<file path="src/tst_pkg.sv">
package tst_pkg;

  // Default number of fractional bits of every fixed-point quantity.
  localparam int FRAC_BITS_DEF = 16;

  // Datapath widths.
  localparam int DW = 32;   // magnitude of one coordinate difference
  localparam int SW = 66;   // sum of the three squares
  localparam int RW = 33;   // square root of a sum of squares
  localparam int QW = 64;   // divider operand and quotient width

  // Configuration register indexes and reset values.
  localparam logic CFG_VEL = 1'b0;
  localparam logic CFG_ACC = 1'b1;
  localparam logic [31:0] VEL_RESET = 32'd262144;
  localparam logic [31:0] ACC_RESET = 32'd262144;

  // Saturated segment time.
  localparam logic [31:0] TIME_MAX = 32'hFFFF_FFFF;

  // One segment request: absolute coordinate differences.
  typedef struct packed {
    logic [DW-1:0] dx;
    logic [DW-1:0] dy;
    logic [DW-1:0] dz;
  } seg_req_t;

  // Square root unit command and response.
  typedef struct packed {
    logic          go;
    logic [SW-1:0] rad;
  } sqrt_cmd_t;

  typedef struct packed {
    logic          done;
    logic [RW-1:0] root;
  } sqrt_rsp_t;

  // Divider command and response.
  typedef struct packed {
    logic          go;
    logic          long_run;
    logic [QW-1:0] rem0;
    logic [QW-1:0] lb;
    logic [QW-1:0] den;
  } div_cmd_t;

  typedef struct packed {
    logic          done;
    logic [QW-1:0] quot;
  } div_rsp_t;

endpackage

</file>
<file path="src/tst_queue.sv">
module tst_queue (
  input  logic               clk,
  input  logic               rst_n,
  input  logic               push,
  input  tst_pkg::seg_req_t  push_data,
  output logic               full,
  input  logic               pop,
  output logic               not_empty,
  output tst_pkg::seg_req_t  pop_data
);

  tst_pkg::seg_req_t mem_r [2];
  logic       wr_ptr_r, wr_ptr_nxt;
  logic       rd_ptr_r, rd_ptr_nxt;
  logic [1:0] cnt_r, cnt_nxt;

  assign full      = (cnt_r == 2'd2);
  assign not_empty = (cnt_r != 2'd0);
  assign pop_data  = mem_r[rd_ptr_r];

  // Pointer and fill count update.
  always_comb begin
    wr_ptr_nxt = wr_ptr_r;
    rd_ptr_nxt = rd_ptr_r;
    cnt_nxt    = cnt_r;
    if (push && !full) begin
      wr_ptr_nxt = ~wr_ptr_r;
    end
    if (pop && not_empty) begin
      rd_ptr_nxt = ~rd_ptr_r;
    end
    if ((push && !full) && !(pop && not_empty)) begin
      cnt_nxt = cnt_r + 2'd1;
    end else if (!(push && !full) && (pop && not_empty)) begin
      cnt_nxt = cnt_r - 2'd1;
    end
  end

  always_ff @(posedge clk) begin
    if (!rst_n) begin
      wr_ptr_r <= 1'b0;
      rd_ptr_r <= 1'b0;
      cnt_r    <= 2'd0;
    end else begin
      wr_ptr_r <= wr_ptr_nxt;
      rd_ptr_r <= rd_ptr_nxt;
      cnt_r    <= cnt_nxt;
    end
  end

  // Entry storage.
  always_ff @(posedge clk) begin
    if (push && !full) begin
      mem_r[wr_ptr_r] <= push_data;
    end
  end

endmodule

</file>
<file path="config.mk">
export PLATFORM = sky130hd
export DESIGN_NAME = tst_queue
export DESIGN_NICKNAME = d
export VERILOG_FILES = /design/src/tst_pkg.sv /design/src/tst_queue.sv
export SDC_FILE = /design/constraint.sdc
export NUM_CORES = 1
export LEC_CHECK = 0
export ABC_CLOCK_PERIOD_IN_PS = 4900
export BUFFER_PORTS_ARGS = -buffer_cell sky130_fd_sc_hd__buf_2
export CAP_MARGIN = 20
export CORE_UTILIZATION = 35
export CTS_CLUSTER_SIZE = 12
export DETAILED_ROUTE_END_ITERATION = 8
export PLACE_DENSITY_LB_ADDON = 0.25
export SLEW_MARGIN = 15
export SYNTH_ARGS = -nofsm -noshare
export SYNTH_HDL_FRONTEND = slang
export SYNTH_SLANG_ARGS = --single-unit
</file>
<file path="constraint.sdc">
create_clock -name clk -period 4.9 [get_ports clk]
set_input_delay 0.98 -clock clk [delete_from_list [all_inputs] [get_ports clk]]
set_output_delay 0.98 -clock clk [all_outputs]
set_load 0.1 [all_outputs]
</file>
==> results_dict.tcl <==
set metrics [dict create \
    status "completed" \
    die_w_um 147.1 \
    path_delay_family "flip-flops" \
    finalMaxSlewViolations 0 \
    die_area_um2 21630 \
    place_congestion 0.6854 \
    yosys_warnings 0 \
    cts_root_buffer "clkbuf_16" \
    synth_edf_count 192 \
    rows 52 \
    hold_buffers 0 \
    hpwlAfterDp_um 8939 \
    min_period_ns 3.288 \
    clk_latency_ns 0.42 \
    hold_viol 0 \
    first_pass_iters 4 \
    seq_area_frac_synth_pct 79.65 \
    clk_pin_slew_worst_paths_ns 0.06 \
    rsz0062_at_grt "false" \
    ys_types 25 \
    track_usage_pct 12.59 \
    reg2reg_depth 3 \
    critPathLaunchType "register" \
    syn_avg_cell_area_um2 22.73 \
    period_share_pct 67.10 \
    relSlewSlack_pct 53.51 \
    dpl_cell_area_um2 8650 \
    slowest_stage "dfxtp_4" \
    cp.required_ns 3.92 \
    arrival_ns 2.31 \
    reg2reg_from "cnt_r[0]$_SDFFE_PN0P_" \
    dieHeight_um 147.1 \
    antenna_cells 0 \
    grt_overflow_total 0 \
    syn_inst 324 \
    hold_path_end "cnt_r[1]$_SDFFE_PN0P_" \
    vias 3647 \
    drt_iter0_drc 95 \
    netlist_area_um2 7365 \
    fin_cells 817 \
    crit_path_max_fanout 54 \
    min-delay-start "cnt_r[1]$_SDFFE_PN0P_" \
    syn_nets 425 \
    tritoncts "done" \
    h-tree-depth 4 \
    clockBufferDepth 2 \
    rrSetupSlack_ns 2.88 \
    grt_pass1_wl_um 20450 \
    grt_max_degree 59 \
    path_cells "buf_12 > mux2_2 > buf_2" \
    design_area_um2 9249 \
    slowest_delay_ns 0.77 \
    vias_per_cell 4.464 \
    tightest_slew_ns 0.6974 \
    ant_nets 0 \
    ioPinCount 198 \
    finalSetupTns_ns 0 \
    wl_per_cell_um 16.48 \
    critPathKind "register to output port" \
    max_cap_violations 0 \
    timing.fmax_mhz 304.1 \
    ctsResizeCount 0 \
    initial_core_util_pct 36.05 \
    r2r_end "mem_r[1][93]$_DFFE_PP_" \
    core_area_um2 20430 \
    synth_ff_type "edfxtp_1" \
    whs_path_depth 2 \
    hp-class "register to register" \
    skew_ns 0.007219 \
    drc 0 \
    ys_ff_latch 197 \
    syn2layout_area_growth_pct 25.59 \
    cts_inserted_buffers 17 \
    clkSinkCount 197 \
    totalWireLength_um 13460 \
    grt_antenna_before_repair 1 \
    setup_viol 0 \
    end_kind "output port" \
    drive_above_1_share_pct 61.06 \
    postSynth.asyncResetShare_pct 0 \
    placed_cells 786 \
    cts_setup_buffers 0 \
    placement.io_buffers 197 \
    crit_buf_inv 2 \
    grt_pass1_vias 3919 \
    final_nets 636 \
]
[synthesized netlist by cell type, types with 2 or more instances]
cell type  number  area (µm²)
edfxtp_1      192        5766
mux2_2         56       630.6
mux2_4         40       600.6
buf_2           5       25.02
dfxtp_1         5       100.1
buf_12          4       80.08
and2_1          3       18.77
xnor2_1         2       17.52
[kinds of logic (layout without fill, tap and decap cells)]
group,count (synthesis),after routing,share of synthesized area [%]
AO/OA/AOI/OAI,5,5,0.4417
multiplexers,96,96,16.72
XOR/XNOR,3,3,0.3568
AND/OR/NAND/NOR,9,9,0.7817
flip-flops,197,197,79.65
buffers and inverters,13,236,1.886
adder cells (fa/ha/maj),1,1,0.1699
[worst min-delay path, delay by kind of cell (launching register included)]
family	cells	cell delay (ns)
DFF	1	0.34
AOI/OAI and AO/OA	2	0.14
[worst max path at each step]
stage,cells after the start,end
final,3,pop_data[18]
after global routing,3,pop_data[18]
after CTS,3,pop_data[39]
after detailed placement,3,pop_data[39]
after global placement,4,mem_r[0][54]$_DFFE_PP_
after floorplan,2,mem_r[0][0]$_DFFE_PP_
[metal layers]
layer | up-vias | track usage (%) | share of wire [%]
li1 | 1702 | - | -
met1 | 1799 | 15.45 | 43
met2 | 133 | 20.59 | 48
met3 | 11 | 4.596 | 7.4
met4 | 2 | 4.072 | 0.97
met5 | - | 0 | 0.059
[flip-flops by register name (all words and copies together) (netlist names), named ones only]
register	count
mem_r	192
cnt_r	2
rd_ptr_r	1
wr_ptr_r	1
[stage by stage]
stage | worst slack, ns | util [%] | hold WS, ns
final | 1.612 | 45.27 | 0.5320
after global placement | 1.984 | 42.26 | 0.4957
after global routing | 1.479 | 45.27 | 0.5577
after detailed placement | 1.973 | 42.34 | 0.5218
after floorplan | 1.096 | - | 0.4785
after CTS | 1.519 | 45.27 | 0.5318
[cell type report]
type,instances,area [µm²]
fillers,1813,11180
flip-flops and latches,197,5869
multi-input cells,114,1371
repair buffers,203,1064
clock buffers,18,429.2
well taps,270,337.8
clock inverters,13,170.2
inverters,2,7.507
[placed cells by master, fill, tap and decap left out, drive strengths merged]
| cell | synthesis | layout |
|---|---|---|
| buf | 11 | 203 |
| edfxtp | 192 | 192 |
| mux2 | 96 | 96 |
| clkbuf | 0 | 18 |
| inv | 2 | 7 |
| dfxtp | 5 | 5 |
| clkinv | 0 | 4 |
| and2 | 3 | 3 |
| bufinv | 0 | 3 |
| xnor2 | 2 | 2 |
| o21ai | 2 | 2 |
| a21boi | 2 | 2 |
| or2 | 1 | 1 |
| nand2b | 1 | 1 |
| and3 | 1 | 1 |
| nor2 | 1 | 1 |
| nor3 | 1 | 1 |
| o21a | 1 | 1 |
| xor2 | 1 | 1 |
| or3 | 1 | 1 |
| ha | 1 | 1 |
| clkinvlp | 0 | 1 |
Power is left out: the tool's default activity adds up to more than one toggle a clock period on the data nets, which glitch-free logic cannot reach.
