==> src/tst_pkg.sv <==
package tst_pkg;

  // Default number of fractional bits of every fixed-point quantity.
  localparam int FRAC_BITS_DEF = 16;

  // Datapath widths.
  localparam int DW = 32;   // magnitude of one coordinate difference
  localparam int SW = 66;   // sum of the three squares
  localparam int RW = 33;   // square root of a sum of squares
  localparam int QW = 64;   // divider operand and quotient width

  // Configuration register indexes and reset values.
  localparam logic CFG_VEL = 1'b0;
  localparam logic CFG_ACC = 1'b1;
  localparam logic [31:0] VEL_RESET = 32'd262144;
  localparam logic [31:0] ACC_RESET = 32'd262144;

  // Saturated segment time.
  localparam logic [31:0] TIME_MAX = 32'hFFFF_FFFF;

  // One segment request: absolute coordinate differences.
  typedef struct packed {
    logic [DW-1:0] dx;
    logic [DW-1:0] dy;
    logic [DW-1:0] dz;
  } seg_req_t;

  // Square root unit command and response.
  typedef struct packed {
    logic          go;
    logic [SW-1:0] rad;
  } sqrt_cmd_t;

  typedef struct packed {
    logic          done;
    logic [RW-1:0] root;
  } sqrt_rsp_t;

  // Divider command and response.
  typedef struct packed {
    logic          go;
    logic          long_run;
    logic [QW-1:0] rem0;
    logic [QW-1:0] lb;
    logic [QW-1:0] den;
  } div_cmd_t;

  typedef struct packed {
    logic          done;
    logic [QW-1:0] quot;
  } div_rsp_t;

endpackage

==> src/tst_sqrt.sv <==
module tst_sqrt (
  input  logic               clk,
  input  logic               rst_n,
  input  tst_pkg::sqrt_cmd_t cmd,
  output tst_pkg::sqrt_rsp_t rsp
);

  localparam logic [5:0] LAST_STEP = 6'(tst_pkg::RW - 1);

  logic [tst_pkg::SW-1:0] rad_r;
  logic [35:0]            rem_r;
  logic [tst_pkg::RW-1:0] root_r;
  logic [5:0]             cnt_r;
  logic                   busy_r;
  logic                   done_r;
  logic [35:0]            rem_sh;
  logic [35:0]            trial;
  logic                   fits;

  // One root bit per cycle: bring down two radicand bits and try 4r+1.
  assign rem_sh = {rem_r[33:0], rad_r[tst_pkg::SW-1 -: 2]};
  assign trial  = {1'b0, root_r, 2'b01};
  assign fits   = (rem_sh >= trial);

  assign rsp.done = done_r;
  assign rsp.root = root_r;

  always_ff @(posedge clk) begin
    if (!rst_n) begin
      busy_r <= 1'b0;
      done_r <= 1'b0;
      cnt_r  <= 6'd0;
    end else begin
      done_r <= 1'b0;
      if (cmd.go) begin
        busy_r <= 1'b1;
        cnt_r  <= LAST_STEP;
      end else if (busy_r) begin
        cnt_r <= cnt_r - 6'd1;
        if (cnt_r == 6'd0) begin
          busy_r <= 1'b0;
          done_r <= 1'b1;
        end
      end
    end
  end

  always_ff @(posedge clk) begin
    if (cmd.go) begin
      rad_r  <= cmd.rad;
      rem_r  <= 36'd0;
      root_r <= '0;
    end else if (busy_r) begin
      rad_r  <= {rad_r[tst_pkg::SW-3:0], 2'b00};
      rem_r  <= fits ? (rem_sh - trial) : rem_sh;
      root_r <= {root_r[tst_pkg::RW-2:0], fits};
    end
  end

endmodule

==> config.mk <==
export PLATFORM = sky130hd
export DESIGN_NAME = tst_sqrt
export DESIGN_NICKNAME = d
export VERILOG_FILES = /design/src/tst_pkg.sv /design/src/tst_sqrt.sv
export SDC_FILE = /design/constraint.sdc
export NUM_CORES = 1
export LEC_CHECK = 0
export ABC_AREA = 1
export BUFFER_PORTS_ARGS = -buffer_cell sky130_fd_sc_hd__buf_2
export CORE_MARGIN = 2
export CORE_UTILIZATION = 50
export DETAILED_ROUTE_END_ITERATION = 7
export PLACE_DENSITY = 0.75
export SETUP_SLACK_MARGIN = 0.3
export SLEW_MARGIN = 0
export SYNTH_ARGS = -nofsm -noshare
export SYNTH_HDL_FRONTEND = slang
export SYNTH_SLANG_ARGS = --single-unit
==> constraint.sdc <==
create_clock -name clk -period 3.11 [get_ports clk]
set_input_delay 0.311 -clock clk [delete_from_list [all_inputs] [get_ports clk]]
set_output_delay 0.311 -clock clk [all_outputs]
set_load 0.02 [all_outputs]
==> impl_metrics.toml <==
[outcome]
status = "finished, final reports clean"

[final_layout]
area_growth_pct = 14.7
fill_cells = 1581
drive_above_1_share = 0.144
finalInstanceArea_um2 = 9810
n_antenna_cell = 0
nNetsFinal = 1417

[sta]
rsz0062_at_grt = "no"
tightest_slew_ps = 1200
setup_tns_ps = 0
setup_violations = 0
relSlewSlack = 0.197
skew_ps = 15.0
hold_violations = 0
fin_crit_ps = 2530
maxSlewViolCount = 0
fin_crit_sh = 0.814
fmax_mhz = 395

[cts]
cts_buffer_depth = 2
path_clk_slew_ps = 70
cts.sinks = 141
cts_tree = "built"
hold_buffers = 0
worstSkewPairLatency_ps = 440
post_cts_resize_count = 0
cts-htree-levels = 4
post_cts.repair.setup_buffers = 0
cts_made_buffers = 17
clock-root-buffer = "clkbuf_16"

[critical_path]
r2r_slack_ps = 580
r2r-start = "root_r[25]"
path_class = "reg -> reg"
critPathMaxFanout = 22
reg2reg_to = "rem_r[12]"
critPathCaptureType = "flop"
arrival_ps = 2860
reg2reg_depth = 13
crit_required_ps = 3440
critPathLaunchType = "flop"

[place]
hpwl_mm = 15.8
place_area_um2 = 9210
gp_congestion = 0.959
port_buffers = 102

[global_routing]
grt_max_degree = 82
overflow = 0
grt_pass1_vias = 7561
grt_pass1_wl_mm = 35.9
antenna_found_initial = 0
track_usage = 0.249

[power_and_ir_drop]
peakVddDrop_v = 0.000617
power.leakage_uw = 0.00519
pwr_density_cell_nw_per_um2 = 1110

[floorplan]
core_area_um2 = 16600
die_h_um = 135
start_util = 0.514
dieWidth_um = 135
rows = 47
dieArea_um2 = 18200
io_pins = 103

[route]
routed_wl_mm = 21.5
ant_nets = 0
num_vias = 7708
drt-initial-drc-count = 374
wl_per_cell_um = 13.9
routed_via_density = 4.99
drcViolationCount = 0
drt_pass1_iterations = 5

[synthesis]
postSynthAreaPerCell_um2 = 7.02
ys_ff_latch = 141
ys_warn_count = 0
ys_types = 39
synth_ff_type = "dfxtp_1"
synth_cells = 1218
synth-edff-count = 66
syn_area_um2 = 8550
synth_nets = 1324
seq_area_frac_synth = 0.407
ys_async_sr_fraction = 0

[hold_path]
hp-class = "in -> reg"
whs_endpoint = "rad_r[0]"
min_path_cells = 3
holdCritStartpoint = "cmd[0]"

[flow_run]
maxCapViolations = 0
critical path, cell delays in order (launching register included):
cell and delay [ps]:
dfxtp_1 330, inv_1 70, ha_1 360, a21oi_1 250, nand2_1 140, inv_2 70
nand2_2 80, a21oi_2 190, nand4_4 360, buf_4 340, nand2_1 70, nand2_1 50
nand2_1 50, nand2_1 50
cell usage after synthesis (2+ instances only):
| master | number | area [um^2] |
|---|---|---|
| buf_4 | 2 | 15.0 |
| nor2_2 | 4 | 25.0 |
| o21bai_1 | 5 | 37.5 |
| a21oi_2 | 2 | 17.5 |
| nand3b_1 | 14 | 105 |
| nor2_4 | 6 | 67.6 |
| xor2_1 | 13 | 114 |
| inv_1 | 152 | 571 |
| dfxtp_1 | 75 | 1500 |
| nor2_1 | 52 | 195 |
| xnor2_1 | 3 | 26.3 |
| nand3_1 | 58 | 290 |
| o22ai_1 | 32 | 200 |
| nand2_1 | 564 | 2120 |
| a21oi_1 | 30 | 150 |
| and2_1 | 2 | 12.5 |
| buf_2 | 2 | 10.0 |
| buf_1 | 2 | 7.51 |
| edfxtp_1 | 66 | 1980 |
| clkbuf_1 | 23 | 86.3 |
| nor3_1 | 7 | 35.0 |
| nand3_2 | 13 | 130 |
| o21ai_0 | 9 | 45.0 |
| inv_2 | 4 | 15.0 |
| nand2_2 | 13 | 81.3 |
| buf_6 | 6 | 67.6 |
| nand4_1 | 11 | 68.8 |
| ha_1 | 37 | 463 |
metrics by stage:
stage	hold WS, ps	worst slack, ps	power [uW]	util	cells
after global routing	130	336	11800	0.589	1544
after global placement	449	633	8760	0.554	1512
final	126	578	10900	0.589	1544
after floorplan	430	858	7370	-	1218
after CTS	114	564	10900	0.589	1544
after detailed placement	450	582	8800	0.554	1512
cell usage in the layout, fill, tap and decap left out, drive strengths merged, types with 3 or more instances in the layout:
cell,synthesis,layout
nand2,577,577
inv,156,164
buf,13,110
dfxtp,75,75
nand3,72,72
edfxtp,66,66
nor2,62,62
ha,37,37
a21oi,33,33
o22ai,32,32
clkbuf,23,17
nand3b,14,14
xor2,13,13
nand4,12,12
o21ai,9,9
nor3,7,7
clkinv,1,7
o21bai,5,5
xnor2,3,3
cell families after synthesis:
| kind of cell | Yosys count | share of synthesized area |
|---|---|---|
| flip-flops | 141 | 0.407 |
| adder cells (fa/ha/maj) | 37 | 0.0541 |
| AND/OR/NAND/NOR | 750 | 0.373 |
| AO/OA/AOI/OAI | 81 | 0.0562 |
| buffers and inverters | 193 | 0.0925 |
| XOR/XNOR | 16 | 0.0164 |
worst max path at each step:
| stage | from | end | slack (ps) | cells after the start |
|---|---|---|---|---|
| finish | root_r[25] | rem_r[12] | 580 | 13 |
| global route | root_r[8] | rem_r[10] | 340 | 17 |
| CTS | root_r[8] | rem_r[12] | 560 | 17 |
| detailed placement | root_r[8] | rem_r[12] | 580 | 17 |
| global placement | root_r[25] | rem_r[11] | 630 | 13 |
| floorplan | cmd[66] | rad_r[0] | 860 | 4 |
power breakdown:
part	total, uW	switching, uW	internal, uW
combinational	6490	4410	2080
sequential	2330	136	2190
clock	2030	954	1080
flip-flops by register name (all words and copies together) (netlist names):
signal	cells
rad_r	66
rem_r	34
root_r	33
cnt_r	6
busy_r	1
done_r	1
routing by layer:
metal,GRT usage,wire (um)
met4,0.0912,479
met1,0.320,9850
met5,0,0
met2,0.418,10100
met3,0.0499,1070
final cells by class:
class,instances,area [um^2],share of cell area
clock inverter,15,171,0.0175
inverter,157,591,0.0602
multi-input combinational,884,4280,0.436
timing repair buffer,110,583,0.0594
tap,220,275,0.0281
clock buffer,17,425,0.0434
sequential,141,3480,0.355
Power figures use the tool's default switching activity.
