**src/tst_pkg.sv**
```systemverilog
package tst_pkg;

  // Default number of fractional bits of every fixed-point quantity.
  localparam int FRAC_BITS_DEF = 16;

  // Datapath widths.
  localparam int DW = 32;   // magnitude of one coordinate difference
  localparam int SW = 66;   // sum of the three squares
  localparam int RW = 33;   // square root of a sum of squares
  localparam int QW = 64;   // divider operand and quotient width

  // Configuration register indexes and reset values.
  localparam logic CFG_VEL = 1'b0;
  localparam logic CFG_ACC = 1'b1;
  localparam logic [31:0] VEL_RESET = 32'd262144;
  localparam logic [31:0] ACC_RESET = 32'd262144;

  // Saturated segment time.
  localparam logic [31:0] TIME_MAX = 32'hFFFF_FFFF;

  // One segment request: absolute coordinate differences.
  typedef struct packed {
    logic [DW-1:0] dx;
    logic [DW-1:0] dy;
    logic [DW-1:0] dz;
  } seg_req_t;

  // Square root unit command and response.
  typedef struct packed {
    logic          go;
    logic [SW-1:0] rad;
  } sqrt_cmd_t;

  typedef struct packed {
    logic          done;
    logic [RW-1:0] root;
  } sqrt_rsp_t;

  // Divider command and response.
  typedef struct packed {
    logic          go;
    logic          long_run;
    logic [QW-1:0] rem0;
    logic [QW-1:0] lb;
    logic [QW-1:0] den;
  } div_cmd_t;

  typedef struct packed {
    logic          done;
    logic [QW-1:0] quot;
  } div_rsp_t;

endpackage

```
**src/tst_div.sv**
```systemverilog
module tst_div (
  input  logic              clk,
  input  logic              rst_n,
  input  tst_pkg::div_cmd_t cmd,
  output tst_pkg::div_rsp_t rsp
);

  localparam int W = tst_pkg::QW;

  logic [W-1:0] rem_r, lb_r, quot_r, den_r;
  logic [5:0]   cnt_r;
  logic         busy_r;
  logic         done_r;
  logic [W:0]   trial;
  logic         fits;

  // Restoring division, one quotient bit per cycle.
  assign trial = {rem_r, lb_r[W-1]};
  assign fits  = (trial >= {1'b0, den_r});

  assign rsp.done = done_r;
  assign rsp.quot = quot_r;

  always_ff @(posedge clk) begin
    if (!rst_n) begin
      busy_r <= 1'b0;
      done_r <= 1'b0;
      cnt_r  <= 6'd0;
    end else begin
      done_r <= 1'b0;
      if (cmd.go) begin
        busy_r <= 1'b1;
        cnt_r  <= cmd.long_run ? 6'd63 : 6'd31;
      end else if (busy_r) begin
        cnt_r <= cnt_r - 6'd1;
        if (cnt_r == 6'd0) begin
          busy_r <= 1'b0;
          done_r <= 1'b1;
        end
      end
    end
  end

  always_ff @(posedge clk) begin
    if (cmd.go) begin
      rem_r  <= cmd.rem0;
      lb_r   <= cmd.lb;
      den_r  <= cmd.den;
      quot_r <= '0;
    end else if (busy_r) begin
      rem_r  <= fits ? W'(trial - {1'b0, den_r}) : trial[W-1:0];
      lb_r   <= {lb_r[W-2:0], 1'b0};
      quot_r <= {quot_r[W-2:0], fits};
    end
  end

endmodule

```
**config.mk**
```make
export PLATFORM = sky130hd
export DESIGN_NAME = tst_div
export DESIGN_NICKNAME = d
export VERILOG_FILES = /design/src/tst_pkg.sv /design/src/tst_div.sv
export SDC_FILE = /design/constraint.sdc
export NUM_CORES = 1
export LEC_CHECK = 0
export BUFFER_PORTS_ARGS = -buffer_cell sky130_fd_sc_hd__buf_2
export CAP_MARGIN = 40
export CORE_UTILIZATION = 50
export CTS_CLUSTER_SIZE = 28
export DETAILED_ROUTE_END_ITERATION = 6
export GPL_ROUTABILITY_DRIVEN = 0
export GPL_TIMING_DRIVEN = 1
export PLACE_DENSITY_LB_ADDON = 0.12
export RECOVER_POWER = 50
export SETUP_SLACK_MARGIN = 0.05
export SLEW_MARGIN = 15
export SYNTH_ARGS = -nofsm -noshare
export SYNTH_HDL_FRONTEND = slang
export SYNTH_SLANG_ARGS = --single-unit
export TNS_END_PERCENT = 1
```
**constraint.sdc**
```tcl
create_clock -name clk -period 6.3 [get_ports clk]
set_clock_uncertainty 0.05 [all_clocks]
set_input_delay 1.26 -clock clk [delete_from_list [all_inputs] [get_ports clk]]
set_output_delay 1.26 -clock clk [all_outputs]
set_load 0.01 [all_outputs]
```
==> PnR_summary.wiki <==
{| class="wikitable"
! Metric !! Value
|-
| Outcome || complete, but fails checks
|-
| Failing checks || capacitance limit, slew limit
|-
| Largest fanout of any net on the critical path || 109
|-
| Proportion of power drawn by flip-flops and latches || 0.313
|-
| Post-synthesis sequential element count || 264
|-
| Arrival time at the worst endpoint || 4.62 ns
|-
| LEAKAGE || 7.00 nW
|-
| Fill cells || 2513
|-
| Maximum number of pins on one net before global-route repair || 195
|-
| Number of clock sinks seen by CTS || 264
|-
| Placed Cells incl. Taps || 1989
|-
| CP Cell Sequence || buf_8 -> or2_0 -> buf_4
|-
| Combined area of the multi-input logic cells || 0.00697 mm^2
|-
| Number of routed nets with antenna violations || 0
|-
| Sequential-to-total area share from yosys stat || 0.486
|-
| Clock latency of the later-clocked register in the worst-skew pair || 0.57 ns
|-
| Setup CP Type || input pin to register
|-
| Cts hold-fix bufs || 0
|-
| Count of nets after finishing || 1899
|-
| Type of destination of the critical path || register
|-
| Leading post-synthesis cells by instance count || sky130_fd_sc_hd__edfxtp_1 (192), sky130_fd_sc_hd__nor2_1 (146), sky130_fd_sc_hd__a21oi_1 (126)
|-
| Number of global-route vias before repair || 11300
|-
| CP bufs+invs || 2
|-
| Vias || 11500
|-
| Global-route wire length before repair || 58600 um
|-
| Crit path max-delay family || simple AND/OR/NAND/NOR gates
|-
| Layout cell share with drive strength beyond 1 || 0.221
|-
| Class of the worst hold path || register to register
|-
| Placed wire-length estimate after detailed placement || 26300 um
|-
| Endpoints failing hold || 0
|-
| Combined flip-flop and latch cell area || 0.00721 mm^2
|-
| Area of the die || 0.0304 mm^2
|-
| Number of setup violations in the final report || 0
|-
| Relative contribution of combinational cells to total power || 0.448
|-
| Final clock period utilization by the worst path || 0.709
|-
| Final-layout setup total negative slack || 0 ns
|-
| Horizontal die dimension || 174 um
|-
| Bufs on Longest Clock Path || 3
|-
| Iteration count of the initial detailed-routing pass || 5
|-
| Number of library cell types mapped by synthesis || 75
|-
| Master of the slowest instance on the critical path || sky130_fd_sc_hd__or2_0
|-
| Pwr/cell area || 441 mW/mm^2
|-
| Initial core utilization || 0.513
|-
| Number of design rule violations left after detail routing || 0
|-
| Number of warnings printed during yosys synthesis || 0
|-
| Mean cell area of the mapped netlist || 10.5 um^2
|-
| Post-CTS clock slew at the launch and capture registers of the worst setup and hold paths || 0.06 ns
|-
| Global-route total usage across every layer || 0.238
|-
| Number of clock buffers inserted by TritonCTS || 29
|-
| CTS root buffer || sky130_fd_sc_hd__clkbuf_16
|-
| Final critical path time including I/O delays and setup || 4.47 ns
|-
| Top post-synthesis cells by area || sky130_fd_sc_hd__edfxtp_1 (39%), sky130_fd_sc_hd__dfxtp_1 (9.7%), sky130_fd_sc_hd__mux2_2 (7.5%)
|-
| Final routed wirelength across all metal layers || 36500 um
|-
| CTS tree || built
|-
| Initial antenna violation count || 12
|-
| Library cell with the largest summed area after synthesis || sky130_fd_sc_hd__edfxtp_1
|-
| Prevailing post-synth register cell || sky130_fd_sc_hd__edfxtp_1
|-
| Number of nets produced by synthesis || 1678
|-
| Total count of max-transition violations in the final report || 32
|-
| Layout Area Growth over Synthesis || 17.0%
|-
| Switching Fraction || 0.382
|-
| Cell with the most instances after synthesis || sky130_fd_sc_hd__edfxtp_1
|-
| Top-level port count || 261
|-
| Maximum single-stage delay on the critical path || 1.90 ns
|-
| Internal power || 4.72 mW
|-
| RSZ-0062 raised after global routing || no
|-
| Yosys top cell area share || 0.389
|-
| Number of I/O port buffers || 260
|-
| Async set-or-reset flop fraction in the synthesized netlist || 0
|-
| Crit path launch type || input pin
|-
| Headroom to the max-slew limit || -0.691
|-
| Resized cells post-CTS || 0
|-
| Number of synthesized flops with an enable pin || 192
|-
| Upper clock frequency limit || 224 MHz
|-
| Data required, critical path || 6.45 ns
|-
| Number of H-tree branching levels || 1
|-
| Final non-filler cell total || 2049
|-
| Via/cell ratio || 5.61
|-
| Relative contribution of the clock network to total power || 0.238
|-
| Y dimension of the die || 174 um
|-
| GRT overflow || 0
|-
| Post-Syn Instances || 1415
|-
| Setup repair bufs after CTS || 0
|-
| Net load switching power || 2.92 mW
|-
| DRT iter0 DRCs || 791
|-
| Combined area of all synthesized cells || 0.0148 mm^2
|-
| CORE AREA || 0.0289 mm^2
|-
| Worst supply voltage drop on vdd || 0.234 mV
|-
| Worst Max-Slew Pin Slew || 2.54 ns
|-
| Maximum capacitance violations || 1
|-
| Avg WL per Cell || 17.8 um
|-
| Cell row count || 62
|}
## final timing paths
check                                start          to  slack [ns]  depth (start not counted)
worst max-delay path              cmd[193]   rem_r[30]        1.83                          3
worst min-delay path            quot_r[63]  quot_r[63]        0.45                          2
worst max register to register   rem_r[47]    rem_r[4]        2.07                         10
worst min register to register  quot_r[63]  quot_r[63]        0.45                          2
## flip-flops by register name (all words and copies together) (netlist names)
name / count
rem_r: 64
lb_r: 64
cnt_r: 6
den_r: 64
quot_r: 64
busy_r: 1
done_r: 1
## metal layers
metal  track usage  up-vias  share of wire
met5             0        -         0.0018
met4        0.0720       12          0.026
met3        0.0658       69          0.078
met2         0.385      382           0.46
met1         0.309     5412           0.43
li1              -     5618              -
## cell families (layout without fill, tap and decap cells)
logic type               count (synthesis)  after routing  share of synthesized area
buffers and inverters                  166            410                     0.0442
AO/OA/AOI/OAI                          306            306                      0.130
multiplexers                           169            169                      0.123
other                                    0              6                          0
AND/OR/NAND/NOR                        384            384                      0.125
flip-flops                             264            264                      0.486
adder cells (fa/ha/maj)                 67             67                     0.0570
XOR/XNOR                                59             59                     0.0348
## metrics by stage
step	util	worst slack [ns]	power (mW)	cell area [um^2]	hold slack (ns)
after floorplan	-	2.42	5.02	14800	0.466
after global placement	0.565	2.13	5.75	16400	0.424
after detailed placement	0.567	2.04	5.79	16400	0.434
after CTS	0.602	2.04	7.64	17400	0.451
after global routing	0.599	1.50	8.14	17300	0.489
final	0.600	1.83	7.64	17300	0.447
## area by class of cell
| cell class | instances | share of cell area |
|---|---|---|
| antenna | 6 | 0.000865 |
| clock buffer | 30 | 0.0420 |
| clock inverter | 24 | 0.0166 |
| inverter | 89 | 0.0193 |
| multi-input combinational | 985 | 0.402 |
| sequential | 264 | 0.416 |
| tap | 384 | 0.0277 |
| timing repair buffer | 267 | 0.0762 |
## tightest hold or removal path, stage by stage (launching register included)
cell,delay (ns)
sky130_fd_sc_hd__dfxtp_1,0.33
sky130_fd_sc_hd__mux2i_1,0.06
sky130_fd_sc_hd__nor2_1,0.07
## power groups by stage
stage                     registers, mW  logic [mW]  clock network [mW]
after global placement             2.42        3.33                   0
after detailed placement           2.42        3.37                   0
final                              2.40        3.43                1.82
after floorplan                    2.38        2.64                   0
after CTS                          2.39        3.40                1.85
after global routing               2.43        3.79                1.91
## layout by cell type, fill, tap and decap left out, types with 7 or more instances in the layout
master | synthesis | routed
sky130_fd_sc_hd__edfxtp_1 | 192 | 192
sky130_fd_sc_hd__buf_2 | 16 | 190
sky130_fd_sc_hd__nor2_1 | 146 | 146
sky130_fd_sc_hd__a21oi_1 | 126 | 126
sky130_fd_sc_hd__mux2_2 | 99 | 99
sky130_fd_sc_hd__inv_1 | 88 | 88
sky130_fd_sc_hd__nand2_1 | 80 | 80
sky130_fd_sc_hd__dfxtp_1 | 72 | 71
sky130_fd_sc_hd__clkbuf_1 | 45 | 70
sky130_fd_sc_hd__mux2i_1 | 68 | 68
sky130_fd_sc_hd__ha_1 | 66 | 66
sky130_fd_sc_hd__o21ai_0 | 60 | 60
sky130_fd_sc_hd__xnor2_1 | 32 | 32
sky130_fd_sc_hd__clkbuf_16 | 0 | 29
sky130_fd_sc_hd__nand4_1 | 28 | 28
sky130_fd_sc_hd__nor3_1 | 28 | 28
sky130_fd_sc_hd__xor2_1 | 27 | 27
sky130_fd_sc_hd__nand3_1 | 19 | 19
sky130_fd_sc_hd__a21o_1 | 16 | 16
sky130_fd_sc_hd__nor3b_1 | 15 | 15
sky130_fd_sc_hd__a221o_1 | 15 | 15
sky130_fd_sc_hd__o21bai_1 | 12 | 12
sky130_fd_sc_hd__nor2b_1 | 11 | 11
sky130_fd_sc_hd__o21a_1 | 11 | 11
sky130_fd_sc_hd__o211ai_1 | 9 | 9
sky130_fd_sc_hd__a31oi_1 | 8 | 8
sky130_fd_sc_hd__nor4_1 | 8 | 8
sky130_fd_sc_hd__and3_1 | 7 | 7
sky130_fd_sc_hd__clkinv_2 | 0 | 7
Power figures use the tool's default switching activity.
