===== config.mk =====
export PLATFORM = sky130hd
export DESIGN_NAME = tst_front
export DESIGN_NICKNAME = d
export VERILOG_FILES = /design/src/tst_pkg.sv /design/src/tst_front.sv
export SDC_FILE = /design/constraint.sdc
export NUM_CORES = 1
export LEC_CHECK = 0
export BUFFER_PORTS_ARGS = -buffer_cell sky130_fd_sc_hd__buf_2
export CORE_MARGIN = 1
export CORE_UTILIZATION = 25
export DETAILED_ROUTE_END_ITERATION = 10
export PLACE_DENSITY_LB_ADDON = 0.2
export SETUP_SLACK_MARGIN = 0.05
export SLEW_MARGIN = 20
export SYNTH_ARGS = -nofsm -noshare
export SYNTH_HDL_FRONTEND = slang
export SYNTH_SLANG_ARGS = --single-unit
export TNS_END_PERCENT = 20

===== constraint.sdc =====
create_clock -name clk -period 16.6 [get_ports clk]
set_input_delay 3.32 -clock clk [delete_from_list [all_inputs] [get_ports clk]]
set_output_delay 3.32 -clock clk [all_outputs]
set_load 0.01 [all_outputs]

===== src/tst_pkg.sv =====
package tst_pkg;

  // Default number of fractional bits of every fixed-point quantity.
  localparam int FRAC_BITS_DEF = 16;

  // Datapath widths.
  localparam int DW = 32;   // magnitude of one coordinate difference
  localparam int SW = 66;   // sum of the three squares
  localparam int RW = 33;   // square root of a sum of squares
  localparam int QW = 64;   // divider operand and quotient width

  // Configuration register indexes and reset values.
  localparam logic CFG_VEL = 1'b0;
  localparam logic CFG_ACC = 1'b1;
  localparam logic [31:0] VEL_RESET = 32'd262144;
  localparam logic [31:0] ACC_RESET = 32'd262144;

  // Saturated segment time.
  localparam logic [31:0] TIME_MAX = 32'hFFFF_FFFF;

  // One segment request: absolute coordinate differences.
  typedef struct packed {
    logic [DW-1:0] dx;
    logic [DW-1:0] dy;
    logic [DW-1:0] dz;
  } seg_req_t;

  // Square root unit command and response.
  typedef struct packed {
    logic          go;
    logic [SW-1:0] rad;
  } sqrt_cmd_t;

  typedef struct packed {
    logic          done;
    logic [RW-1:0] root;
  } sqrt_rsp_t;

  // Divider command and response.
  typedef struct packed {
    logic          go;
    logic          long_run;
    logic [QW-1:0] rem0;
    logic [QW-1:0] lb;
    logic [QW-1:0] den;
  } div_cmd_t;

  typedef struct packed {
    logic          done;
    logic [QW-1:0] quot;
  } div_rsp_t;

endpackage


===== src/tst_front.sv =====
module tst_front (
  input  logic              clk,
  input  logic              rst_n,
  input  logic              in_valid,
  output logic              in_stall,
  input  logic [31:0]       in_pos_x,
  input  logic [31:0]       in_pos_y,
  input  logic [31:0]       in_pos_z,
  input  logic              in_path_start,
  output logic              push,
  output tst_pkg::seg_req_t push_data,
  input  logic              q_full
);

  logic [31:0] prev_x_r, prev_y_r, prev_z_r;
  logic        have_prev_r;
  logic        accept;
  logic [32:0] diff_x, diff_y, diff_z;
  logic [32:0] mag_x, mag_y, mag_z;

  assign in_stall = q_full;
  assign accept   = in_valid && !q_full;

  // Signed differences to the previous point, then their magnitudes.
  assign diff_x = {in_pos_x[31], in_pos_x} - {prev_x_r[31], prev_x_r};
  assign diff_y = {in_pos_y[31], in_pos_y} - {prev_y_r[31], prev_y_r};
  assign diff_z = {in_pos_z[31], in_pos_z} - {prev_z_r[31], prev_z_r};
  assign mag_x  = diff_x[32] ? (33'd0 - diff_x) : diff_x;
  assign mag_y  = diff_y[32] ? (33'd0 - diff_y) : diff_y;
  assign mag_z  = diff_z[32] ? (33'd0 - diff_z) : diff_z;

  // A point opens a segment only when a previous point of its path is held.
  assign push         = accept && have_prev_r && !in_path_start;
  assign push_data.dx = mag_x[31:0];
  assign push_data.dy = mag_y[31:0];
  assign push_data.dz = mag_z[31:0];

  always_ff @(posedge clk) begin
    if (!rst_n) begin
      prev_x_r    <= 32'd0;
      prev_y_r    <= 32'd0;
      prev_z_r    <= 32'd0;
      have_prev_r <= 1'b0;
    end else if (accept) begin
      prev_x_r    <= in_pos_x;
      prev_y_r    <= in_pos_y;
      prev_z_r    <= in_pos_z;
      have_prev_r <= 1'b1;
    end
  end

endmodule


==> results of run 1 <==
power by group through the flow:
stage / combinational [mW] / sequential [mW] / clock, mW
2_1_floorplan: 0.369 / 0.253 / 0
3_3_place_gp: 0.546 / 0.253 / 0
3_5_place_dp: 0.548 / 0.254 / 0
4_1_cts: 0.550 / 0.248 / 0.225
5_1_grt: 0.602 / 0.250 / 0.234
6_report: 0.547 / 0.248 / 0.211
per-stage QoR:
step	hold slack (ns)	worst slack [ns]	utilization [%]	instances	area, um2
3_3_place_gp	0.454	5.65	28.8	2316	12800
4_1_cts	0.471	5.57	29.4	2332	13100
3_5_place_dp	0.460	5.61	28.8	2316	12800
5_1_grt	0.486	5.20	29.4	2334	13100
6_report	0.467	5.53	29.4	2334	13100
2_1_floorplan	0.433	6.49	-	1591	11300
state kept, by name, summed over array words and instances, names as in the netlist:
name         cells
have_prev_r      1
prev_x_r        32
prev_y_r        32
prev_z_r        32
critical path, delay by kind of cell:
kind                       cells  cell delay, ns
AOI/OAI and AO/OA              8            2.92
adders and majority gates      2            0.56
xor gates and xnor gates       1            0.25
and+or+nand+nor                2            0.33
buffers and inverters          4            0.36
per-layer routing:
| layer | up-vias | share of wire, % |
|---|---|---|
| li1 | 5824 | - |
| met1 | 5284 | 50 |
| met2 | 214 | 46 |
| met3 | 28 | 2.9 |
| met4 | 0 | 1.7 |
| met5 | - | 0 |
kinds of logic (layout without fill, tap and decap cells):
kind of cell    count (synthesis)  count (layout)  synth area share [%]
fa+ha+maj                     102             102                  11.5
flops                          97              97                  17.2
other cells                     0               2                     0
mux                             5               5                 0.477
simple gates                  545             545                  22.5
compound gates                477             477                  28.5
xor+xnor                      167             167                  13.0
buf+inv                       198             347                  6.77
final cells by class:
cell class | count | area, um2
Fill cell | 4925 | 31300
Multi-Input combinational cell | 1296 | 8600
Sequential cell | 97 | 1940
Timing Repair Buffer | 202 | 1020
Tap cell | 592 | 741
Inverter | 129 | 484
Clock buffer | 10 | 239
Clock inverter | 6 | 33.8
Antenna cell | 2 | 5.00
placed cells by master (no fill, tap or decap), types with 73 or more instances in the layout:
master / netlist / layout
sky130_fd_sc_hd__nand2_1: 291 / 291
sky130_fd_sc_hd__inv_1: 129 / 129
sky130_fd_sc_hd__a21boi_0: 101 / 101
sky130_fd_sc_hd__nor2_1: 84 / 84
sky130_fd_sc_hd__o21ai_0: 74 / 73
sky130_fd_sc_hd__xnor2_1: 105 / 105
sky130_fd_sc_hd__dfxtp_1: 97 / 97
sky130_fd_sc_hd__ha_1: 99 / 99
sky130_fd_sc_hd__a21oi_1: 113 / 113
sky130_fd_sc_hd__buf_2: 8 / 198
path summary, 6_finish.rpt:
kind / from / to / slack (ns) / depth (start not counted)
worst min-delay path: prev_x_r[14]$_SDFFE_PN0P_ / prev_x_r[14]$_SDFFE_PN0P_ / 0.47 / 2
worst min register to register: prev_x_r[14]$_SDFFE_PN0P_ / prev_x_r[14]$_SDFFE_PN0P_ / 0.47 / 2
worst max register to register: prev_y_r[21]$_SDFFE_PN0P_ / prev_y_r[21]$_SDFFE_PN0P_ / 15.95 / 2
worst max-delay path: in_pos_x[0] / push_data[84] / 5.53 / 17
==> Implementation_results.wiki, run 1 <==
{| class="wikitable"
! Metric !! Value
|-
| Weighted congestion at the end of routability-driven global placement || 0.888
|-
| Number of top-level pins || 199
|-
| Pwr Density || a little under 80 nW/um2
|-
| Total internal power || between 500 and 600 uW
|-
| Length of the first detailed-routing pass in iterations || 5
|-
| Total net switching power || 441 uW
|-
| Delay contributed by the slowest stage of the critical path || 0.87 ns
|-
| PortBufs || 198
|-
| Most frequent cell after synthesis || sky130_fd_sc_hd__nand2_1
|-
| Synthesis Warnings || 0
|-
| Clock sink count || 97
|-
| Number of max-cap violations || 0
|-
| Proportion of synthesized flip-flops having asynchronous set or reset || 0%
|-
| Skew-Pair Late Insertion Delay || 0.37 ns
|-
| Number of enable-type register cells in the synthesized netlist || 0
|-
| Slew at the pin with the worst max-slew slack || 1.05 ns
|-
| Final #Nets || 1938
|-
| Residual DRC || 0
|-
| Sequential cell fraction of total power || 24.7%
|-
| Unrepaired setup endpoints after global routing || no
|-
| Most used DFF post-synth || sky130_fd_sc_hd__dfxtp_1
|-
| Post-CTS setup buffer count || 0
|-
| Cell Area, Synth || 11300 um2
|-
| Vertical die dimension || 214 um
|-
| Vias in the first global route || around 11000
|-
| Most frequent cells after synthesis || 291 x sky130_fd_sc_hd__nand2_1, 129 x sky130_fd_sc_hd__inv_1, 113 x sky130_fd_sc_hd__a21oi_1
|-
| Crit-path slowest cell || sky130_fd_sc_hd__o31ai_2
|-
| Top cells by area in the synthesized netlist || sky130_fd_sc_hd__dfxtp_1 17%, sky130_fd_sc_hd__ha_1 11%, sky130_fd_sc_hd__nand2_1 9.7%, sky130_fd_sc_hd__xnor2_1 8.1%, sky130_fd_sc_hd__a21boi_0 6.7%
|-
| Synth cell types || between 80 and 90
|-
| Met3 global-route usage || 1.72%
|-
| Required time of the critical path || 13.28 ns
|-
| Post-Syn Area per Cell || 7.09 um2
|-
| Total congestion overflow after global routing || 0
|-
| Final period utilization || 66.7%
|-
| Maximum frequency from static timing analysis || 90.3 MHz
|-
| Placed wire-length estimate after detailed placement || 28300 um
|-
| Critical Path Source Type || input port
|-
| Quantity of gates resized following cts || 0
|-
| Area overhead of the layout relative to synthesis || 15.8%
|-
| Crit path max fanout || 16
|-
| Arrival time reported for the critical path endpoint || 7.75 ns
|-
| Combinational fraction of design power || 54.4%
|-
| Total Routed Length || roughly 36000 um
|-
| Final-report hold violation count || 0
|-
| Clk Tree Root Cell || sky130_fd_sc_hd__clkbuf_16
|-
| Layout cell share with drive strength beyond 1 || 14.7%
|-
| Class of the most critical setup path || input port to output port
|-
| Hold buffers post-CTS || 0
|-
| Global routing usage summed across all routing layers || 15.5%
|-
| Busiest grt layer || met2
|-
| Number of max-slew violations in the final report || 0
|-
| Average detailed-routed wire length per instance || between 15 and 20 um
|-
| Global routing usage on met2 || 25.2%
|-
| Clock buffer count from CTS || 9
|-
| Total vias in the final route || between 10000 and 15000
|-
| Number of placement rows || 77
|-
| Number of nets produced by synthesis || 1794
|-
| Standard cell core area || about 44000 um2
|-
| Switching Share || a little over two fifths
|-
| Result of the run || finished, final reports clean
|-
| Remaining max-slew budget at the tightest pin || 30.0%
|-
| Kind of path behind the tightest hold check || flop to flop
|-
| Sequential-to-total area share from yosys stat || 17.2%
|-
| Final setup violation count || 0
|-
| Global-route wire length before repair || slightly below 60000 um
|-
| Synth Register Bits || 97
|-
| Maximum count of clock buffers along a single path || 2
|-
| Peak supply drop || 0.0447 mV
|-
| H-tree levels || 3
|-
| Setup TNS || 0 ns
|-
| Number of nets still failing antenna checks after routing || 0
|-
| Die area || between 40000 and 50000 um2
|-
| Clock network power share || 20.9%
|-
| Synth area leader || sky130_fd_sc_hd__dfxtp_1
|-
| Synth top area share || between 10% and 20%
|-
| Mapped Cells || 1591
|-
| Crit end category || output port
|-
| CTS tree || done
|-
| Number of antenna violations at the first check in global routing || 2
|-
| Final worst path period need || ~11 ns
|-
| Total design power || 1.01 mW
|-
| Vias per cell || 4.86
|-
| Global-route track usage on met1 || 21.3%
|-
| Final Skew || 0 ns
|-
| Clock-pin slew of the registers on the worst-case setup and hold paths || 0.07 ns
|-
| Maximum number of pins on one net before global-route repair || 98
|-
| Starting density of the core || 25.4%
|-
| Leakage power || 5.17 nW
|-
| Detailed Route Iter0 Violations || 527
|-
| Cell chain of the critical path || buf_2 > inv_1 > ha_1 > inv_1 > fa_1 > a211oi_1 > o211ai_1 > nand4_1 > o31ai_1 > a221o_1 > a311o_1 > a21oi_1 > nor2b_1 > o31ai_2 > o21ai_0 > xnor2_1 > buf_2
|-
| Die W || around 210 um
|}
Power figures use the tool's default switching activity.
==> inputs of run 2 (changes only) <==
Clock period 16.6 ns to 9 ns, I/O delays scaled along.
==> Implementation_results.wiki, run 2 (same netlist as run 1, synthesis figures left out) <==
{| class="wikitable"
! Metric !! Value
|-
| Result of the run || finished, final reports clean
|-
| Number of nets still failing antenna checks after routing || 0
|-
| Quantity of gates resized following cts || 0
|-
| Post-CTS setup buffer count || 0
|-
| Die W || roughly 210 um
|-
| Crit path max fanout || 16
|-
| Length of the first detailed-routing pass in iterations || 5
|-
| Clock-pin slew of the registers on the worst-case setup and hold paths || 0.07 ns
|-
| Kind of cell adding the most delay to the critical path || compound AO/OA/AOI/OAI gates
|-
| Vertical die dimension || 214 um
|-
| Average detailed-routed wire length per instance || roughly 15 um
|-
| Maximum count of clock buffers along a single path || 2
|-
| Crit end category || output port
|-
| Number of buffer and inverter instances along the worst setup path || 4
|-
| Total congestion overflow after global routing || 0
|-
| Vias per cell || 4.86
|-
| Final-report hold violation count || 0
|-
| Most common cell after layout, fill and taps aside || sky130_fd_sc_hd__nand2_1
|-
| Setup TNS || 0 ns
|-
| Clock sink count || 97
|-
| Skew-Pair Late Insertion Delay || around 0.38 ns
|-
| Class of the most critical setup path || input port to output port
|-
| Leakage power || 5.16 nW
|-
| PortBufs || 198
|-
| Required time of the critical path || 7.20 ns
|-
| Biggest regs || prev_x_r (32), prev_y_r (32), prev_z_r (32)
|-
| Final worst path period need || 7.98 ns
|-
| Leading cell types in the layout, fill and taps excluded || 291 x sky130_fd_sc_hd__nand2_1, 198 x sky130_fd_sc_hd__buf_2, 129 x sky130_fd_sc_hd__inv_1
|-
| Critical Path Source Type || input port
|-
| CTS tree || done
|-
| Crit-path slowest cell || sky130_fd_sc_hd__o31ai_2
|-
| Slew at the pin with the worst max-slew slack || 1.07 ns
|-
| Peak supply drop || 0.0807 mV
|-
| Area overhead of the layout relative to synthesis || 15.9%
|-
| Cell chain of the critical path || buf_2 > inv_1 > ha_1 > inv_1 > fa_1 > a211oi_1 > o211ai_1 > nand4_1 > o31ai_1 > a221o_1 > a311o_1 > a21oi_1 > nor2b_1 > o31ai_2 > o21ai_0 > xnor2_1 > buf_2
|-
| Remaining max-slew budget at the tightest pin || 28.4%
|-
| Kind of path behind the tightest hold check || flop to flop
|-
| Total vias in the final route || about 11000
|-
| Detailed Route Iter0 Violations || approximately 530
|-
| Clock buffer count from CTS || 9
|-
| Hold buffers post-CTS || 0
|-
| Final #Nets || 1938
|-
| Delay contributed by the slowest stage of the critical path || ~0.84 ns
|-
| Number of max-cap violations || 0
|-
| Starting density of the core || 25.4%
|-
| Number of placement rows || 77
|-
| Standard cell core area || 44400 um2
|-
| Weighted congestion at the end of routability-driven global placement || ~0.89
|-
| Maximum number of pins on one net before global-route repair || 98
|-
| Maximum frequency from static timing analysis || 125 MHz
|-
| Final Skew || 0 ns
|-
| Unrepaired setup endpoints after global routing || no
|-
| Die area || 46000 um2
|-
| Final setup violation count || 0
|-
| Clk Tree Root Cell || sky130_fd_sc_hd__clkbuf_16
|-
| Placed wire-length estimate after detailed placement || 28500 um
|-
| Layout cell share with drive strength beyond 1 || between 10% and 20%
|-
| Number of top-level pins || just under 200
|-
| Number of antenna violations at the first check in global routing || 4
|-
| Residual DRC || 0
|-
| R2R Setup Slk || 8.33 ns
|-
| Total design power || 1.87 mW
|-
| Number of max-slew violations in the final report || 0
|-
| Vias in the first global route || 10869
|-
| Arrival time reported for the critical path endpoint || 6.18 ns
|-
| Global-route wire length before repair || 58400 um
|-
| Total Routed Length || 36100 um
|-
| Final period utilization || 88.6%
|-
| Pwr Density || 143 nW/um2
|-
| H-tree levels || 3
|-
| Global routing usage summed across all routing layers || about 16%
|}
-- run 2: changes by cell type in the layout (fill, tap and decap cells not counted) --
cell                         change
sky130_fd_sc_hd__bufinv_16       +1
sky130_fd_sc_hd__clkbuf_8        -1
sky130_fd_sc_hd__clkinv_2        -2
sky130_fd_sc_hd__clkinv_4        -1
sky130_fd_sc_hd__clkinvlp_4      +2
sky130_fd_sc_hd__diode_2         +2
sky130_fd_sc_hd__o21ai_1         +1
sky130_fd_sc_hd__o21ai_2         -1
-- run 2: metrics by stage --
step	worst slack, ns	instances	cell area (um2)	hold WS, ns	util, %
4_1_cts	1.08	2331	13100	0.471	29.4
2_1_floorplan	1.93	1591	11300	0.433	-
5_1_grt	0.690	2335	13100	0.485	29.4
3_3_place_gp	1.10	2316	12800	0.453	28.8
3_5_place_dp	1.10	2316	12800	0.460	28.8
6_report	1.02	2335	13100	0.464	29.4
-- run 2: final timing paths --
| path | from | to | cells after the start |
|---|---|---|---|
| worst max register to register | prev_y_r[21]$_SDFFE_PN0P_ | prev_y_r[21]$_SDFFE_PN0P_ | 2 |
| worst min-delay path | prev_y_r[10]$_SDFFE_PN0P_ | prev_y_r[10]$_SDFFE_PN0P_ | 2 |
| worst min register to register | prev_y_r[10]$_SDFFE_PN0P_ | prev_y_r[10]$_SDFFE_PN0P_ | 2 |
| worst max-delay path | in_pos_x[0] | push_data[81] | 17 |
-- run 2: worst register-to-register path: cells and delay by family, from the launching register on --
family / cells / cell delay (ns)
simple gates: 1 / 0.05
flops: 1 / 0.34
compound gates: 1 / 0.20
-- run 2: layout make-up --
cell class / count / area [um2]
Timing Repair Buffer: 202 / 1020
Clock inverter: 6 / 60.1
Fill cell: 4958 / 31300
Clock buffer: 9 / 225
Antenna cell: 4 / 10.0
Inverter: 129 / 484
Tap cell: 592 / 741
Sequential cell: 97 / 1940
Multi-Input combinational cell: 1296 / 8600
-- run 2: report_power, final --
| group | internal (mW) | switching, mW | total (mW) |
|---|---|---|---|
| sequential | 0.449 | 0.00918 | 0.458 |
| combinational | 0.401 | 0.608 | 1.01 |
| clock | 0.213 | 0.195 | 0.408 |
| total | 1.06 | 0.812 | 1.87 |
-- run 2: layer usage --
| metal | GRT usage [%] | wire length, um | up-vias |
|---|---|---|---|
| met4 | 5.76 | 728 | 0 |
| met3 | 1.79 | 943 | 36 |
| met2 | 25.4 | 16400 | 197 |
| met5 | 0 | 0 | - |
| met1 | 21.3 | 18000 | 5294 |
| li1 | - | - | 5818 |
==> inputs of run 3 (changes only) <==
Settings changed: RECOVER_POWER set to 100.
==> Implementation_results.wiki, run 3 (same netlist as run 1, synthesis figures left out) <==
{| class="wikitable"
! Metric !! Value
|-
| Result of the run || finished, violations left
|-
| Violations in the final reports || capacitance limit, slew limit
|-
| Global-route wire length before repair || 58400 um
|-
| Final hold slack || 0.464 ns
|-
| Final Util || 29.0%
|-
| Weighted congestion at the end of routability-driven global placement || ~0.89
|-
| Final worst path period need || 8.24 ns
|-
| CTS tree || done
|-
| Peak supply drop || 0.0807 mV
|-
| Delay contributed by the slowest stage of the critical path || 1.07 ns
|-
| Leakage power || approximately 5 nW
|-
| Remaining max-slew budget at the tightest pin || -191%
|-
| Required time of the critical path || 7.20 ns
|-
| Vias per cell || 4.87
|-
| Final-report hold violation count || 0
|-
| Post-CTS setup buffer count || 0
|-
| Class of the most critical setup path || input port to output port
|-
| Kind of path behind the tightest hold check || flop to flop
|-
| Maximum number of pins on one net before global-route repair || 98
|-
| Cell chain of the critical path || buf_2 > ha_1 > inv_1 > or4_1 > o21ai_2 > a311o_1 > a21boi_0 > o41ai_1 > a211oi_1 > mux2i_1 > a21oi_1 > xnor2_1 > clkbuf_1
|-
| Skew-Pair Late Insertion Delay || 0.38 ns
|-
| Length of the first detailed-routing pass in iterations || 5
|-
| Maximum frequency from static timing analysis || 121 MHz
|-
| Final #Nets || 1938
|-
| Layout cell share with drive strength beyond 1 || ~9.1%
|-
| Placed wire-length estimate after detailed placement || 28500 um
|-
| Clock-pin slew of the registers on the worst-case setup and hold paths || 0.07 ns
|-
| Slew at the pin with the worst max-slew slack || 4.37 ns
|-
| Final setup violation count || 0
|-
| Total congestion overflow after global routing || 0
|-
| Vertical die dimension || 214 um
|-
| Most common cell after layout, fill and taps aside || sky130_fd_sc_hd__nand2_1
|-
| Number of nets still failing antenna checks after routing || 0
|-
| Standard cell core area || 44400 um2
|-
| Arrival time reported for the critical path endpoint || 6.44 ns
|-
| Critical Path Source Type || input port
|-
| Leading cell types in the layout, fill and taps excluded || 291 x sky130_fd_sc_hd__nand2_1, 129 x sky130_fd_sc_hd__inv_1, 115 x sky130_fd_sc_hd__buf_2
|-
| Clock sink count || between 90 and 100
|-
| Global routing usage summed across all routing layers || between 10% and 20%
|-
| Total Routed Length || between 30000 and 40000 um
|-
| Clk Tree Root Cell || sky130_fd_sc_hd__clkbuf_16
|-
| Pwr Density || ~140 nW/um2
|-
| Unrepaired setup endpoints after global routing || no
|-
| Area overhead of the layout relative to synthesis || 14.2%
|-
| Detailed Route Iter0 Violations || 533
|-
| Die W || 214 um
|-
| PortBufs || 198
|-
| Crit-path slowest cell || sky130_fd_sc_hd__mux2i_1
|-
| Die area || 46000 um2
|-
| Number of max-cap violations || 3
|-
| H-tree levels || 3
|-
| Clock buffer count from CTS || 9
|-
| Vias in the first global route || 10869
|-
| Number of placement rows || just under 80
|-
| Final Skew || 0 ns
|-
| Maximum count of clock buffers along a single path || 2
|-
| Residual DRC || 0
|-
| Number of antenna violations at the first check in global routing || 4
|-
| Crit path max fanout || 16
|-
| Biggest regs || prev_x_r (32), prev_y_r (32), prev_z_r (32)
|-
| Setup TNS || 0 ns
|-
| Number of max-slew violations in the final report || 170
|-
| Quantity of gates resized following cts || 0
|-
| Total vias in the final route || 11381
|-
| Crit end category || output port
|-
| Hold buffers post-CTS || 0
|-
| Starting density of the core || 25.4%
|-
| Average detailed-routed wire length per instance || between 15 and 20 um
|-
| Final period utilization || 91.6%
|-
| Number of top-level pins || slightly below 200
|}
==> run 3: cell types whose count changed in the layout (fill, tap and decap cells not counted), sizes merged <==
cell and delta:
buf -86, clkbuf +86
==> run 3: final timing paths <==
check	start	end	slack, ns	depth (start not counted)
worst min register to register	prev_y_r[10]$_SDFFE_PN0P_	prev_y_r[10]$_SDFFE_PN0P_	0.46	2
worst min-delay path	prev_y_r[10]$_SDFFE_PN0P_	prev_y_r[10]$_SDFFE_PN0P_	0.46	2
worst max register to register	prev_y_r[21]$_SDFFE_PN0P_	prev_y_r[21]$_SDFFE_PN0P_	8.25	2
worst max-delay path	in_pos_y[9]	push_data[61]	0.76	13
==> run 3: metal layers <==
| layer | GRT usage (%) | part of all wire [%] | up-vias | wire, um |
|---|---|---|---|---|
| met2 | 25.4 | 46 | 194 | 16500 |
| met4 | 5.76 | 1.8 | 0 | 636 |
| met5 | 0 | 0 | - | 0 |
| met3 | 1.79 | 2.9 | 32 | 1060 |
| met1 | 21.3 | 50 | 5340 | 18000 |
| li1 | - | - | 5815 | - |
==> run 3: report_power, final <==
| group | leakage [nW] | switching, mW | internal (mW) |
|---|---|---|---|
| sequential | 0.793 | 0.00916 | 0.449 |
| clock | 0.137 | 0.193 | 0.213 |
| combinational | 3.93 | 0.610 | 0.371 |
==> run 3: per-stage QoR <==
step	cells	worst slack, ns	instance area [um2]	power (mW)
2_1_floorplan	1591	1.93	11300	1.15
3_3_place_gp	2316	1.10	12800	1.48
3_5_place_dp	2316	1.10	12800	1.48
4_1_cts	2331	1.08	13100	1.91
5_1_grt	2335	0.355	12900	1.99
6_report	2335	0.760	12900	1.84
==> run 3: critical path: cells and delay by family <==
| family | cells | cell delay, ns |
|---|---|---|
| mux | 1 | 1.07 |
| simple gates | 1 | 0.54 |
| fa+ha+maj | 1 | 0.45 |
| xor+xnor | 1 | 0.31 |
| buf+inv | 3 | 0.40 |
| compound gates | 6 | 1.87 |
==> run 3: layout make-up <==
type | count | area, um2
Inverter | 129 | 484
Antenna cell | 4 | 10.0
Multi-Input combinational cell | 1296 | 8520
Clock inverter | 6 | 60.1
Clock buffer | 9 | 225
Timing Repair Buffer | 202 | 906
Sequential cell | 97 | 1940
Fill cell | 5014 | 31500
Tap cell | 592 | 741
